## config.mk

```make
export PLATFORM = sky130hd
export DESIGN_NAME = arc_pulse_frame_decoder
export DESIGN_NICKNAME = d
export VERILOG_FILES = /design/src/rtl/core/apfd_pkg.sv /design/src/rtl/core/arc_pulse_frame_decoder.sv
export SDC_FILE = /design/constraint.sdc
export NUM_CORES = 1
export LEC_CHECK = 0
export BUFFER_PORTS_ARGS = -buffer_cell sky130_fd_sc_hd__buf_2
export CORE_ASPECT_RATIO = 1.2
export CORE_MARGIN = 4
export CORE_UTILIZATION = 64
export DETAILED_ROUTE_END_ITERATION = 6
export PLACE_DENSITY = 0.92
export SETUP_SLACK_MARGIN = 0.1
export SLEW_MARGIN = 25
export SYNTH_ARGS = -nofsm -noshare
export SYNTH_HDL_FRONTEND = slang
export SYNTH_SLANG_ARGS = --single-unit
```

## constraint.sdc

```tcl
create_clock -name clk -period 19.3 [get_ports clk]
set_clock_uncertainty 0.1 [all_clocks]
set_input_delay 1.93 -clock clk [delete_from_list [all_inputs] [get_ports clk]]
set_output_delay 1.93 -clock clk [all_outputs]
set_load 0.02 [all_outputs]
```

## src/rtl/core/apfd_pkg.sv

```systemverilog
// ---------------------------------------------------------------------------
// Pulse frame decoder package
// Shared types and constants for the tri-state remote pulse frame decoder.
// ---------------------------------------------------------------------------
`default_nettype none

package apfd_pkg;

	// Number of code bits in one frame, and the pulses that make up a frame.
	localparam int unsigned CODE_BITS    = 12;
	localparam int unsigned GROUP_PULSES = 4 * CODE_BITS;
	localparam int unsigned FRAME_PULSES = GROUP_PULSES + 2;
	localparam int unsigned COUNT_W      = 6;

	localparam logic [COUNT_W-1:0] COUNT_MAX        = 6'd63;
	localparam logic [COUNT_W-1:0] COUNT_GROUP_LAST = COUNT_W'(GROUP_PULSES);
	localparam logic [COUNT_W-1:0] COUNT_FRAME      = COUNT_W'(FRAME_PULSES);
	localparam logic [COUNT_W-1:0] COUNT_WIDTH_LAST = COUNT_W'(GROUP_PULSES + 1);

	// Reset values.
	localparam logic [7:0] WIDTH_INIT      = 8'd22;
	localparam logic [7:0] BIT_THR_INIT    = 8'd23;
	localparam logic [7:0] IMP_THR_INIT    = 8'd12;

	// Frame tags that arrive with the first pulse.
	localparam logic [7:0] TAG_SKIP    = 8'd15;
	localparam logic [7:0] TAG_REJECT  = 8'd63;
	localparam logic [7:0] TAG_IMPULSE = 8'd33;

	// Group patterns, first pulse in the highest bit (L = 1, S = 0).
	localparam logic [3:0] PAT_SLSL = 4'b0101;
	localparam logic [3:0] PAT_SLSS = 4'b0100;
	localparam logic [3:0] PAT_SLLS = 4'b0110;
	localparam logic [3:0] PAT_LSLS = 4'b1010;
	localparam logic [3:0] PAT_LLSL = 4'b1101;

	// Button table codes of the button layout.
	localparam logic [4:0] BTN_1 = 5'h1E;
	localparam logic [4:0] BTN_2 = 5'h1D;
	localparam logic [4:0] BTN_3 = 5'h1B;
	localparam logic [4:0] BTN_4 = 5'h17;
	localparam logic [4:0] BTN_5 = 5'h0F;

	localparam logic [6:0] ASCII_A = 7'h41;

	// Fixed bits that the ARC layout requires to be set.
	localparam logic [CODE_BITS-1:0] ARC_FIXED_MASK = 12'h600;

	// Configuration register indexes.
	typedef enum logic {
		REG_BIT_THRESHOLD   = 1'b0,
		REG_IMPULSE_FIRST   = 1'b1
	} cfg_reg_t;

	typedef enum logic [1:0] {
		ST_DECODED  = 2'd0,
		ST_REJECTED = 2'd1,
		ST_SKIPPED  = 2'd2
	} status_t;

	typedef enum logic [1:0] {
		FAM_ARC     = 2'd0,
		FAM_BUTTON  = 2'd1,
		FAM_IMPULSE = 2'd2
	} family_t;

	// Timing classes found from the shortest and longest pulse widths.
	typedef enum logic [2:0] {
		TM_NONE    = 3'd0,
		TM_ONE     = 3'd1,
		TM_TWO     = 3'd2,
		TM_THREE   = 3'd3,
		TM_BUTTON  = 3'd4,
		TM_IMPULSE = 3'd5
	} timing_t;

	typedef struct packed {
		logic rej;
		logic skip;
		logic imp;
		logic err;
		logic open;
	} frame_flags_t;

	// One result item, first field in the highest bits.
	typedef struct packed {
		logic [CODE_BITS-1:0] raw_code;
		logic                 switch_on;
		logic [5:0]           unit_number;
		logic [6:0]           house_letter;
		family_t              device_family;
		status_t              status;
	} result_t;

endpackage

`default_nettype wire

```

## src/rtl/core/arc_pulse_frame_decoder.sv

```systemverilog
// Path: a pulse passes the input register, then the frame update logic; the
// result of a frame end is held in the output register for the master side.
// Throughput: one pulse per cycle, set by the single frame update stage; a
// frame end waits only while an earlier result has not yet left.
// Reset: arst_n clears the open frame, both stages and the thresholds
// (23 and 12) at once; no clearing pass is needed.
// ---------------------------------------------------------------------------
// Pulse frame decoder
// Turns a stream of pulse widths into one decoded remote frame result.
// ---------------------------------------------------------------------------
`default_nettype none

module arc_pulse_frame_decoder (
	input  wire logic        clk,
	input  wire logic        arst_n,
	// Slave side: tdata = pulse_width; tuser = frame_start, frame_tag[7:0];
	// tlast = frame_end.
	input  wire logic        s_tvalid,
	output logic             s_tready,
	input  wire logic [7:0]  s_tdata,
	input  wire logic [8:0]  s_tuser,
	input  wire logic        s_tlast,
	// Master side: tdata = status[1:0], device_family[1:0], house_letter[6:0],
	// unit_number[5:0], switch_on, raw_code[11:0], two zero bits.
	output logic             m_tvalid,
	input  wire logic        m_tready,
	output logic [31:0]      m_tdata,
	// Configuration write port.
	input  wire logic        cfg_wen,
	input  wire logic        cfg_index,
	input  wire logic [7:0]  cfg_wdata
);

	localparam int unsigned CB = apfd_pkg::CODE_BITS;

	// Configuration registers.
	logic [7:0] bit_thr_q;
	logic [7:0] imp_thr_q;

	always_ff @(posedge clk or negedge arst_n) begin
		if (!arst_n) begin
			bit_thr_q <= apfd_pkg::BIT_THR_INIT;
			imp_thr_q <= apfd_pkg::IMP_THR_INIT;
		end else if (cfg_wen) begin
			unique case (apfd_pkg::cfg_reg_t'(cfg_index))
				apfd_pkg::REG_BIT_THRESHOLD: bit_thr_q <= cfg_wdata;
				apfd_pkg::REG_IMPULSE_FIRST: imp_thr_q <= cfg_wdata;
				default:                     bit_thr_q <= bit_thr_q;
			endcase
		end
	end

	// Input register stage.
	logic        vld_s1;
	logic [7:0]  pw_s1;
	logic        start_s1;
	logic        end_s1;
	logic [7:0]  tag_s1;
	logic        adv_s1;

	// Output register.
	logic                 out_vld_q;
	apfd_pkg::result_t    out_q;

	// Frame state.
	logic [apfd_pkg::COUNT_W-1:0] cnt_q;
	logic [CB-1:0]                code_q;
	logic [2:0]                   marks_q;
	logic [7:0]                   lo_q;
	logic [7:0]                   hi_q;
	apfd_pkg::frame_flags_t       flags_q;

	// Next frame state and the result of the frame end.
	logic [apfd_pkg::COUNT_W-1:0] cnt_d;
	logic [CB-1:0]                code_d;
	logic [2:0]                   marks_d;
	logic [7:0]                   lo_d;
	logic [7:0]                   hi_d;
	apfd_pkg::frame_flags_t       flags_d;
	logic                         res_vld;
	apfd_pkg::result_t            res;

	// The stage moves on unless it holds a result that cannot leave yet.
	assign adv_s1   = vld_s1 && !(res_vld && out_vld_q && !m_tready);
	assign s_tready = !vld_s1 || adv_s1;

	always_ff @(posedge clk or negedge arst_n) begin
		if (!arst_n) begin
			vld_s1 <= 1'b0;
		end else if (s_tready) begin
			vld_s1 <= s_tvalid;
		end
	end

	always_ff @(posedge clk) begin
		if (s_tvalid && s_tready) begin
			pw_s1    <= s_tdata;
			start_s1 <= s_tuser[0];
			tag_s1   <= s_tuser[8:1];
			end_s1   <= s_tlast;
		end
	end

	// Frame update and end of frame decoding.
	always_comb begin
		logic [apfd_pkg::COUNT_W-1:0] cm1;
		logic [3:0]                   grp;
		logic [7:0]                   thr;
		logic                         lng;
		logic [3:0]                   pat;
		logic                         bit_zero;
		logic                         bit_one;
		apfd_pkg::timing_t            tm;
		logic [4:0]                   btn;
		logic [CB-1:0]                b;

		cnt_d    = cnt_q;
		code_d   = code_q;
		marks_d  = marks_q;
		lo_d     = lo_q;
		hi_d     = hi_q;
		flags_d  = flags_q;
		res_vld  = 1'b0;
		res      = '0;
		cm1      = '0;
		grp      = '0;
		thr      = bit_thr_q;
		lng      = 1'b0;
		pat      = '0;
		bit_zero = 1'b0;
		bit_one  = 1'b0;
		tm       = apfd_pkg::TM_NONE;
		btn      = '0;
		b        = '0;

		// A start pulse opens a fresh frame and takes its tag.
		if (start_s1) begin
			cnt_d        = '0;
			code_d       = '0;
			marks_d      = '0;
			lo_d         = apfd_pkg::WIDTH_INIT;
			hi_d         = apfd_pkg::WIDTH_INIT;
			flags_d      = '0;
			flags_d.open = 1'b1;
			if (tag_s1 == apfd_pkg::TAG_SKIP)
				flags_d.skip = 1'b1;
			else if (tag_s1 == apfd_pkg::TAG_REJECT)
				flags_d.rej = 1'b1;
			else if (tag_s1 == apfd_pkg::TAG_IMPULSE)
				flags_d.imp = 1'b1;
		end

		if (flags_d.open) begin
			if (cnt_d < apfd_pkg::COUNT_MAX)
				cnt_d = cnt_d + 1'b1;

			// Short/long mark of one pulse of a code group.
			if (cnt_d <= apfd_pkg::COUNT_GROUP_LAST) begin
				cm1 = cnt_d - 1'b1;
				grp = cm1[5:2];
				thr = (grp == 4'd0 && flags_d.imp) ? imp_thr_q : bit_thr_q;
				lng = (pw_s1 > thr);
				if (pw_s1 == thr)
					flags_d.err = 1'b1;
				if (cm1[1:0] != 2'd3) begin
					marks_d = {marks_d[1:0], lng};
				end else begin
					// Fourth pulse: the group becomes one code bit.
					pat = {marks_d, lng};
					if (pat == apfd_pkg::PAT_SLSL || pat == apfd_pkg::PAT_SLSS)
						bit_zero = 1'b1;
					else if (pat == apfd_pkg::PAT_SLLS)
						bit_one = 1'b1;
					else if (pat == apfd_pkg::PAT_LSLS && flags_d.imp)
						bit_zero = 1'b1;
					else if (pat == apfd_pkg::PAT_LLSL && grp == 4'd0)
						bit_zero = 1'b1;
					if (bit_zero)
						code_d = {1'b0, code_d[CB-1:1]};
					else if (bit_one)
						code_d = {1'b1, code_d[CB-1:1]};
					else
						flags_d.err = 1'b1;
					marks_d = '0;
				end
			end

			// Shortest and longest widths over the inner pulses.
			if (cnt_d >= 6'd2 && cnt_d <= apfd_pkg::COUNT_WIDTH_LAST) begin
				if (pw_s1 < lo_d)
					lo_d = pw_s1;
				else if (pw_s1 > hi_d)
					hi_d = pw_s1;
			end

			if (end_s1) begin
				res_vld = 1'b1;
				b       = code_d;
				tm      = flags_d.imp ? apfd_pkg::TM_IMPULSE : apfd_pkg::TM_NONE;
				btn     = b[9:5];

				// Timing class. The first button window is empty and never matches.
				if ((lo_d == 8'd9 || lo_d == 8'd10) &&
				    (hi_d == 8'd36 || hi_d == 8'd37 || (hi_d >= 8'd40 && hi_d <= 8'd42)))
					tm = apfd_pkg::TM_ONE;
				else if ((lo_d == 8'd10 || lo_d == 8'd11) && hi_d >= 8'd40 && hi_d <= 8'd42)
					tm = apfd_pkg::TM_TWO;
				else if (lo_d == 8'd13 && hi_d >= 8'd32 && hi_d <= 8'd34)
					tm = apfd_pkg::TM_THREE;
				else if (lo_d >= 8'd125 && lo_d <= 8'd12 && hi_d >= 8'd31 && hi_d <= 8'd37)
					tm = apfd_pkg::TM_BUTTON;
				else if ((lo_d == 8'd12 || lo_d == 8'd13) && (hi_d == 8'd45 || hi_d == 8'd46))
					tm = apfd_pkg::TM_BUTTON;

				priority if (cnt_d != apfd_pkg::COUNT_FRAME) begin
					res.status = apfd_pkg::ST_REJECTED;
				end else if (flags_d.skip) begin
					res.status = apfd_pkg::ST_SKIPPED;
				end else if (flags_d.rej || flags_d.err) begin
					res.status = apfd_pkg::ST_REJECTED;
				end else if (tm == apfd_pkg::TM_BUTTON) begin
					// Button layout; an unknown button falls back to the ARC family.
					res.raw_code      = b;
					res.house_letter  = {2'b00, ~b[4:0]} + apfd_pkg::ASCII_A;
					res.device_family = apfd_pkg::FAM_BUTTON;
					res.switch_on     = (b[11:10] == 2'd2);
					if (btn == apfd_pkg::BTN_1)
						res.unit_number = 6'd1;
					else if (btn == apfd_pkg::BTN_2)
						res.unit_number = 6'd2;
					else if (btn == apfd_pkg::BTN_3)
						res.unit_number = 6'd3;
					else if (btn == apfd_pkg::BTN_4)
						res.unit_number = 6'd4;
					else if (btn == apfd_pkg::BTN_5)
						res.unit_number = 6'd5;
					else begin
						res.unit_number   = {1'b0, btn};
						res.device_family = apfd_pkg::FAM_ARC;
						res.switch_on     = 1'b0;
					end
				end else if (tm == apfd_pkg::TM_IMPULSE) begin
					res.raw_code      = b;
					res.device_family = apfd_pkg::FAM_IMPULSE;
					res.house_letter  = {3'b000, ~b[3:0]} + apfd_pkg::ASCII_A;
					res.unit_number   = {1'b0, ~b[8:4]};
					res.switch_on     = (b[11:10] == 2'd1);
				end else if ((b & apfd_pkg::ARC_FIXED_MASK) != apfd_pkg::ARC_FIXED_MASK) begin
					res.status = apfd_pkg::ST_REJECTED;
				end else begin
					res.raw_code      = b;
					res.device_family = apfd_pkg::FAM_ARC;
					res.house_letter  = {3'b000, b[3:0]} + apfd_pkg::ASCII_A;
					res.unit_number   = {2'b00, b[7:4]} + 6'd1;
					res.switch_on     = b[11];
				end

				// The frame closes after its result.
				cnt_d   = '0;
				code_d  = '0;
				marks_d = '0;
				lo_d    = apfd_pkg::WIDTH_INIT;
				hi_d    = apfd_pkg::WIDTH_INIT;
				flags_d = '0;
			end
		end
	end

	// Frame state registers.
	always_ff @(posedge clk or negedge arst_n) begin
		if (!arst_n) begin
			cnt_q   <= '0;
			code_q  <= '0;
			marks_q <= '0;
			lo_q    <= apfd_pkg::WIDTH_INIT;
			hi_q    <= apfd_pkg::WIDTH_INIT;
			flags_q <= '0;
		end else if (adv_s1) begin
			cnt_q   <= cnt_d;
			code_q  <= code_d;
			marks_q <= marks_d;
			lo_q    <= lo_d;
			hi_q    <= hi_d;
			flags_q <= flags_d;
		end
	end

	// Result register; a waiting result holds until the transaction completes.
	always_ff @(posedge clk or negedge arst_n) begin
		if (!arst_n) begin
			out_vld_q <= 1'b0;
		end else if (adv_s1 && res_vld) begin
			out_vld_q <= 1'b1;
		end else if (m_tready) begin
			out_vld_q <= 1'b0;
		end
	end

	always_ff @(posedge clk) begin
		if (adv_s1 && res_vld)
			out_q <= res;
	end

	assign m_tvalid = out_vld_q;
	assign m_tdata  = {2'b00, out_q};

endmodule

`default_nettype wire
```

; Word level (Yosys, flattened, before mapping)
; Index checks and enable logic that the tools add are counted.
[op_classes]
n_addsub = 6
order_cmp = 15
eq_ne = 30
muxes = 95
bitwise_logic = 6
n_reduce_logical = 38
[ops]
columns = op, count
row1 = two-way mux 8 bit, 14
row2 = two-way mux 12 bit, 8
row3 = two-way mux 28 bit, 3
row4 = == test 8 x 4 -> 1 bit (second input constant), 6
row5 = == test 8 x 6 -> 1 bit (second input constant), 6
row6 = two-way mux 1 bit, 43
row7 = two-way mux 5 bit, 8
row8 = two-way mux 3 bit, 13
row9 = two-way mux 6 bit, 5
row10 = less-or-equal comparator 8 x 6 -> 1 bit (second input constant), 3
row11 = == test 5 bit (second input constant), 4
row12 = logical AND 1 bit, 19
row13 = greater-or-equal comparator 8 x 6 -> 1 bit (second input constant), 2
row14 = > comparator 8 bit, 2
row15 = adder 4 x 7 -> 7 bit (second input constant), 2
row16 = == test 4 x 3 -> 1 bit (second input constant), 3
row17 = less-or-equal comparator 6 bit (second input constant), 2
row18 = inverter 5 bit, 2
row19 = logical OR 1 bit, 9
row20 = == test 4 bit (second input constant), 2
row21 = == test 8 bit, 1
row22 = greater-or-equal comparator 8 x 5 -> 1 bit (second input constant), 1
row23 = greater-or-equal comparator 8 x 7 -> 1 bit (second input constant), 1
row24 = less-or-equal comparator 8 x 4 -> 1 bit (second input constant), 1
row25 = 22 further kinds, 30
[totals]
ff_bits = 108
output_inout_bits = 34
word_cells = 215

; Longest topological paths before layout
[logic_depth]
ltp_word = 31
depth_mapped = 29
mapped_depth_nobuf = 22

; Least setup slack after synthesis
; OpenSTA, ideal clock, no wires.
[synth_timing]
kind = register -> register
from = register start_s1
to = register out_q (netlist bit m_tdata[8]), data pin
setup_time_ns = 0.190
arrival_ns = 6.332
setup_slack_ns = 12.678
stages_incl_launch_ff = 30
period_less_slack_ns = 6.622
path_cell_list = edfxtp_1 -> buf_6 -> buf_2 -> buf_1 -> clkbuf_1 -> buf_1 -> nor2b_1 -> ha_1 -> inv_1 -> o2111ai_1 -> a211oi_1 -> o21ai_0 -> nor2_1 -> mux2_2 -> ha_1 -> nand4_1 -> or2_2 -> and3_1 -> o221ai_1 -> o211ai_1 -> nand2_4 -> buf_6 -> buf_6 -> mux2i_1 -> nor2_1 -> inv_1 -> ha_1 -> nand2_1 -> xnor2_1 -> a2111oi_2
[synth_via]
elab_chain_len = 26
word_cells_on_any_way = 117
[synth_lines]
columns = item, line
row1 = from (decl), arc_pulse_frame_decoder.sv:56  ; logic start_s1;
row2 = from (signal assigned), arc_pulse_frame_decoder.sv:98  ; start_s1 <= s_tuser[0];
row3 = two-way mux 6 bit, arc_pulse_frame_decoder.sv:137  ; if (start_s1) begin
row4 = adder 6 x 1 -> 6 bit / < comparator 6 bit (equally long branches), "arc_pulse_frame_decoder.sv:155, arc_pulse_frame_decoder.sv:154"
row5 = two-way mux 6 bit, arc_pulse_frame_decoder.sv:154  ; if (cnt_d < apfd_pkg::COUNT_MAX)
row6 = two-way mux 6 bit, arc_pulse_frame_decoder.sv:153  ; if (flags_d.open) begin
row7 = subtractor 6 x 1 -> 6 bit, arc_pulse_frame_decoder.sv:159  ; cm1 = cnt_d - 1'b1;
row8 = zero test 4 bit, "arc_pulse_frame_decoder.sv:161, arc_pulse_frame_decoder.sv:176"
row9 = logical AND 1 bit, arc_pulse_frame_decoder.sv:161  ; thr = (grp == 4'd0 && flags_d.imp) ? imp_thr_q : bit_thr_q;
row10 = two-way mux 8 bit, arc_pulse_frame_decoder.sv:161
row11 = [10 not listed], --
row12 = two-way mux 12 bit, arc_pulse_frame_decoder.sv:178  ; if (bit_zero)
row13 = two-way mux 12 bit, arc_pulse_frame_decoder.sv:165  ; if (cm1[1:0] != 2'd3) begin
row14 = two-way mux 12 bit, arc_pulse_frame_decoder.sv:158  ; if (cnt_d <= apfd_pkg::COUNT_GROUP_LAST) begin
row15 = two-way mux 12 bit, arc_pulse_frame_decoder.sv:153
row16 = adder 4 x 7 -> 7 bit (tied with other cells), arc_pulse_frame_decoder.sv:253  ; res.house_letter = {3'b000, b[3:0]} + apfd_pkg::ASCII_A;
row17 = two-way mux 28 bit / adder 4 x 7 -> 7 bit (equally long branches), "arc_pulse_frame_decoder.sv:248, arc_pulse_frame_decoder.sv:245"
row18 = two-way mux 28 bit, arc_pulse_frame_decoder.sv:242  ; end else if (tm == apfd_pkg::TM_IMPULSE) begin
row19 = two-way mux 28 bit, arc_pulse_frame_decoder.sv:221  ; end else if (tm == apfd_pkg::TM_BUTTON) begin
row20 = to (signal assigned), arc_pulse_frame_decoder.sv:301  ; out_q <= res;
row21 = to (decl), arc_pulse_frame_decoder.sv:63  ; apfd_pkg::result_t out_q;
; Parallel ways exist; a longest one is shown, timed or not. The select of a mux whose other input is x is not followed.
; A chain may end at the register's enable or synchronous reset.

; Worst setup path in the final report
[layout_timing]
from = register start_s1
to = register out_q (netlist bit m_tdata[5]), data pin
; The elaborated chain is that of the path after synthesis.

==> run metrics <==
post-detailed-route DRC marker count 0; period utilisation layout 0.373; diodes inserted 0; Power Density 73.0 nW/µm²; required time of the critical path 19.41 ns; CP Class reg2reg; initial core utilization 0.651; Post-synth EDFFs 47; Max-Slew Margin vs Limit 0.301; Routed Antenna Nets 0; most frequent cells after synthesis 69 x sky130_fd_sc_hd__nand2_1, 51 x sky130_fd_sc_hd__nor2_1, 48 x sky130_fd_sc_hd__dfrtp_1, 47 x sky130_fd_sc_hd__edfxtp_1, 37 x sky130_fd_sc_hd__o21ai_0; Layout area overhead 9.38%; most frequently used flop master after synthesis sky130_fd_sc_hd__dfrtp_1; crit path launch type flip-flop; outcome completed; port buffer count 62; post-layout net count 745; proportion of netlist area held by the largest area contributor 0.216; die height 119 µm; leading cell type by number of instances after synthesis sky130_fd_sc_hd__nand2_1; first-pass GRT wire length 25.5 mm; final critical-path required period 7.20 ns; number of instances in the synthesized netlist 638; pre-CTS worst setup slack 12.27 ns; initial antenna violation count 0; number of unique standard cell types used by synthesis 81; Post-CTS Setup Inserts 0; CTS sink count 107; TritonCTS clock tree yes; cell types with the largest area share after synthesis sky130_fd_sc_hd__edfxtp_1 22%, sky130_fd_sc_hd__dfrtp_1 18%, sky130_fd_sc_hd__ha_1 5.2%, sky130_fd_sc_hd__dfstp_2 4.8%, sky130_fd_sc_hd__mux2i_1 4.1%; cell row count 40; pin count of the biggest net entering global routing 61; power consumption 0.521 mW; RD Place Congestion 0.962; clock latency of the later-clocked register in the worst-skew pair 0.35 ns; via count of the first global-routing pass 5386; post-synthesis instance area 6520 µm²; share of cells above drive strength 1 0.207; largest area contributor in the netlist sky130_fd_sc_hd__edfxtp_1; Core Box Area 10000 µm²; count of pins over their slew limit 0; critical path peak fanout 55; class of the worst hold path reg2reg; worst supply voltage drop on vdd 51.8 µV; slew at the pin closest to its max-slew limit 1.02 ns; die footprint 11900 µm²; total I/O pin count 66; #FFs+latches synth 107; first-pass iteration count of the detailed router 5; number of levels the H-tree was split into 3; RSZ-0062 raised after global routing no; Mapped Avg Cell Area 10.2 µm²; Maximum Capacitance Violations 0; Fmax 139 MHz; wire length after detailed routing 15.3 mm; yosys synthesis warning count 0; portion of the post-synthesis area used by sequential elements 0.449; maximum buffer depth of the clock tree 2; Avg Vias per Cell 6.58; violation count after the first detailed-route iteration 320; Worst Setup End Kind flip-flop; CTS root buf sky130_fd_sc_hd__clkbuf_16; data arrival time of the critical path 7.32 ns; setup violators final 0; Synth async-reset ratio 0.561; wire per inst 18.8 µm; global-route usage over all layers 0.267; Reg clk slew, reported paths 0.07 ns; Static Leakage 2.99 nW; cells on worst reg2reg path 20; worst-case setup margin in the final layout 12.10 ns; endpoints failing hold 0; hold buffer count at cts 0; final total negative setup slack 0 ns; total vias in the final route 5377; post-CTS resize count 0; number of buffers inserted during clock tree synthesis 9; overall overflow remaining after global route 0; worst hold path stage count 2; Detail Placement HPWL 11.2 mm; overall die width 100 µm
## logic make-up after synthesis
group / share of synthesized area
muxes: 0.0764
other: 0.000575
and+or+nand+nor: 0.189
DFF: 0.449
adders and majority gates: 0.0518
buffers and inverters: 0.0340
xor gates and xnor gates: 0.0202
AOI/OAI and AO/OA: 0.179
## area by class of cell
cell class / instances / area (µm²)
multi-input cells: 489 / 3380
flip-flops and latches: 107 / 2930
fillers: 739 / 2880
repair buffers: 65 / 333
clock buffers: 9 / 225
well taps: 126 / 158
inverters: 14 / 52.6
clock inverters: 7 / 51.3
## sequential cells by signal (all words and copies together), names as in the netlist
| name | flops |
|---|---|
| m_tvalid | 1 |
| bit_thr_q | 8 |
| marks_q | 3 |
| code_q | 12 |
| tag_s1 | 8 |
| end_s1 | 1 |
| m_tdata | 29 |
| imp_thr_q | 8 |
| start_s1 | 1 |
| flags_q | 5 |
| hi_q | 8 |
| pw_s1 | 8 |
| cnt_q | 6 |
| lo_q | 8 |
| vld_s1 | 1 |
## metal layers
| metal | part of all wire | vias up | global-route usage |
|---|---|---|---|
| met4 | 0.047 | 0 | 0.142 |
| met2 | 0.51 | 280 | 0.456 |
| met3 | 0.072 | 68 | 0.0561 |
| met5 | 0 | - | 0 |
| met1 | 0.37 | 2543 | 0.308 |
| li1 | - | 2486 | - |
## path summary, 6_finish.rpt
path                           from            to  slack [ns]
setup reg to reg           start_s1    m_tdata[5]       12.10
min in group asynchronous    arst_n  bit_thr_q[5]        1.63
setup / recovery           start_s1    m_tdata[5]       12.10
max in group asynchronous    arst_n    marks_q[0]       16.96
hold reg to reg             lo_q[1]       lo_q[1]        0.38
hold / removal              lo_q[1]       lo_q[1]        0.38
## power by group
| group | switching [mW] | internal (mW) |
|---|---|---|
| Clock | 0.0842 | 0.0885 |
| Combinational | 0.0477 | 0.0305 |
| Sequential | 0.0136 | 0.256 |
## worst max-delay path, stage by stage, from the launching register on
cell and delay (ns):
sky130_fd_sc_hd__edfxtp_1 0.32, sky130_fd_sc_hd__buf_4 0.49, sky130_fd_sc_hd__and2b_4 0.29, sky130_fd_sc_hd__ha_1 0.39, sky130_fd_sc_hd__inv_1 0.14, sky130_fd_sc_hd__o2111ai_1 0.16
sky130_fd_sc_hd__a211oi_1 0.36, sky130_fd_sc_hd__o21ai_0 0.14, sky130_fd_sc_hd__nor2_1 0.65, sky130_fd_sc_hd__mux2_2 0.42, sky130_fd_sc_hd__ha_1 0.29, sky130_fd_sc_hd__nand4_1 0.12
sky130_fd_sc_hd__or2_2 0.34, sky130_fd_sc_hd__and3_1 0.16, sky130_fd_sc_hd__o221ai_1 0.22, sky130_fd_sc_hd__o211ai_1 0.29, sky130_fd_sc_hd__nand2_4 0.39, sky130_fd_sc_hd__mux2i_1 0.89
sky130_fd_sc_hd__o21ai_1 0.50, sky130_fd_sc_hd__inv_1 0.20, sky130_fd_sc_hd__and2_1 0.16
## placed cells by master (no fill, tap or decap), drive strengths merged, types with 8 or more instances in the layout
master	synthesis	final
mux2	19	19
dfstp	12	12
a22o	21	21
nor3	21	21
nand2	70	70
mux2i	28	28
edfxtp	47	47
nand3	20	20
a21oi	35	35
xnor2	9	9
nor2b	14	14
nand4	8	8
buf	16	65
clkbuf	14	9
inv	14	17
dfrtp	48	48
ha	27	27
nor2	53	53
o21ai	41	41
## through the flow
stage	instances	hold WS, ns	instance area, µm²	util
after floorplan	640	0.349	6530	-
after global placement	801	0.361	6850	0.685
after detailed placement	801	0.363	6850	0.685
after CTS	817	0.377	7130	0.712
after global routing	817	0.414	7130	0.713
final	817	0.378	7130	0.713
Note: power is estimated with default switching activity, not from simulation.
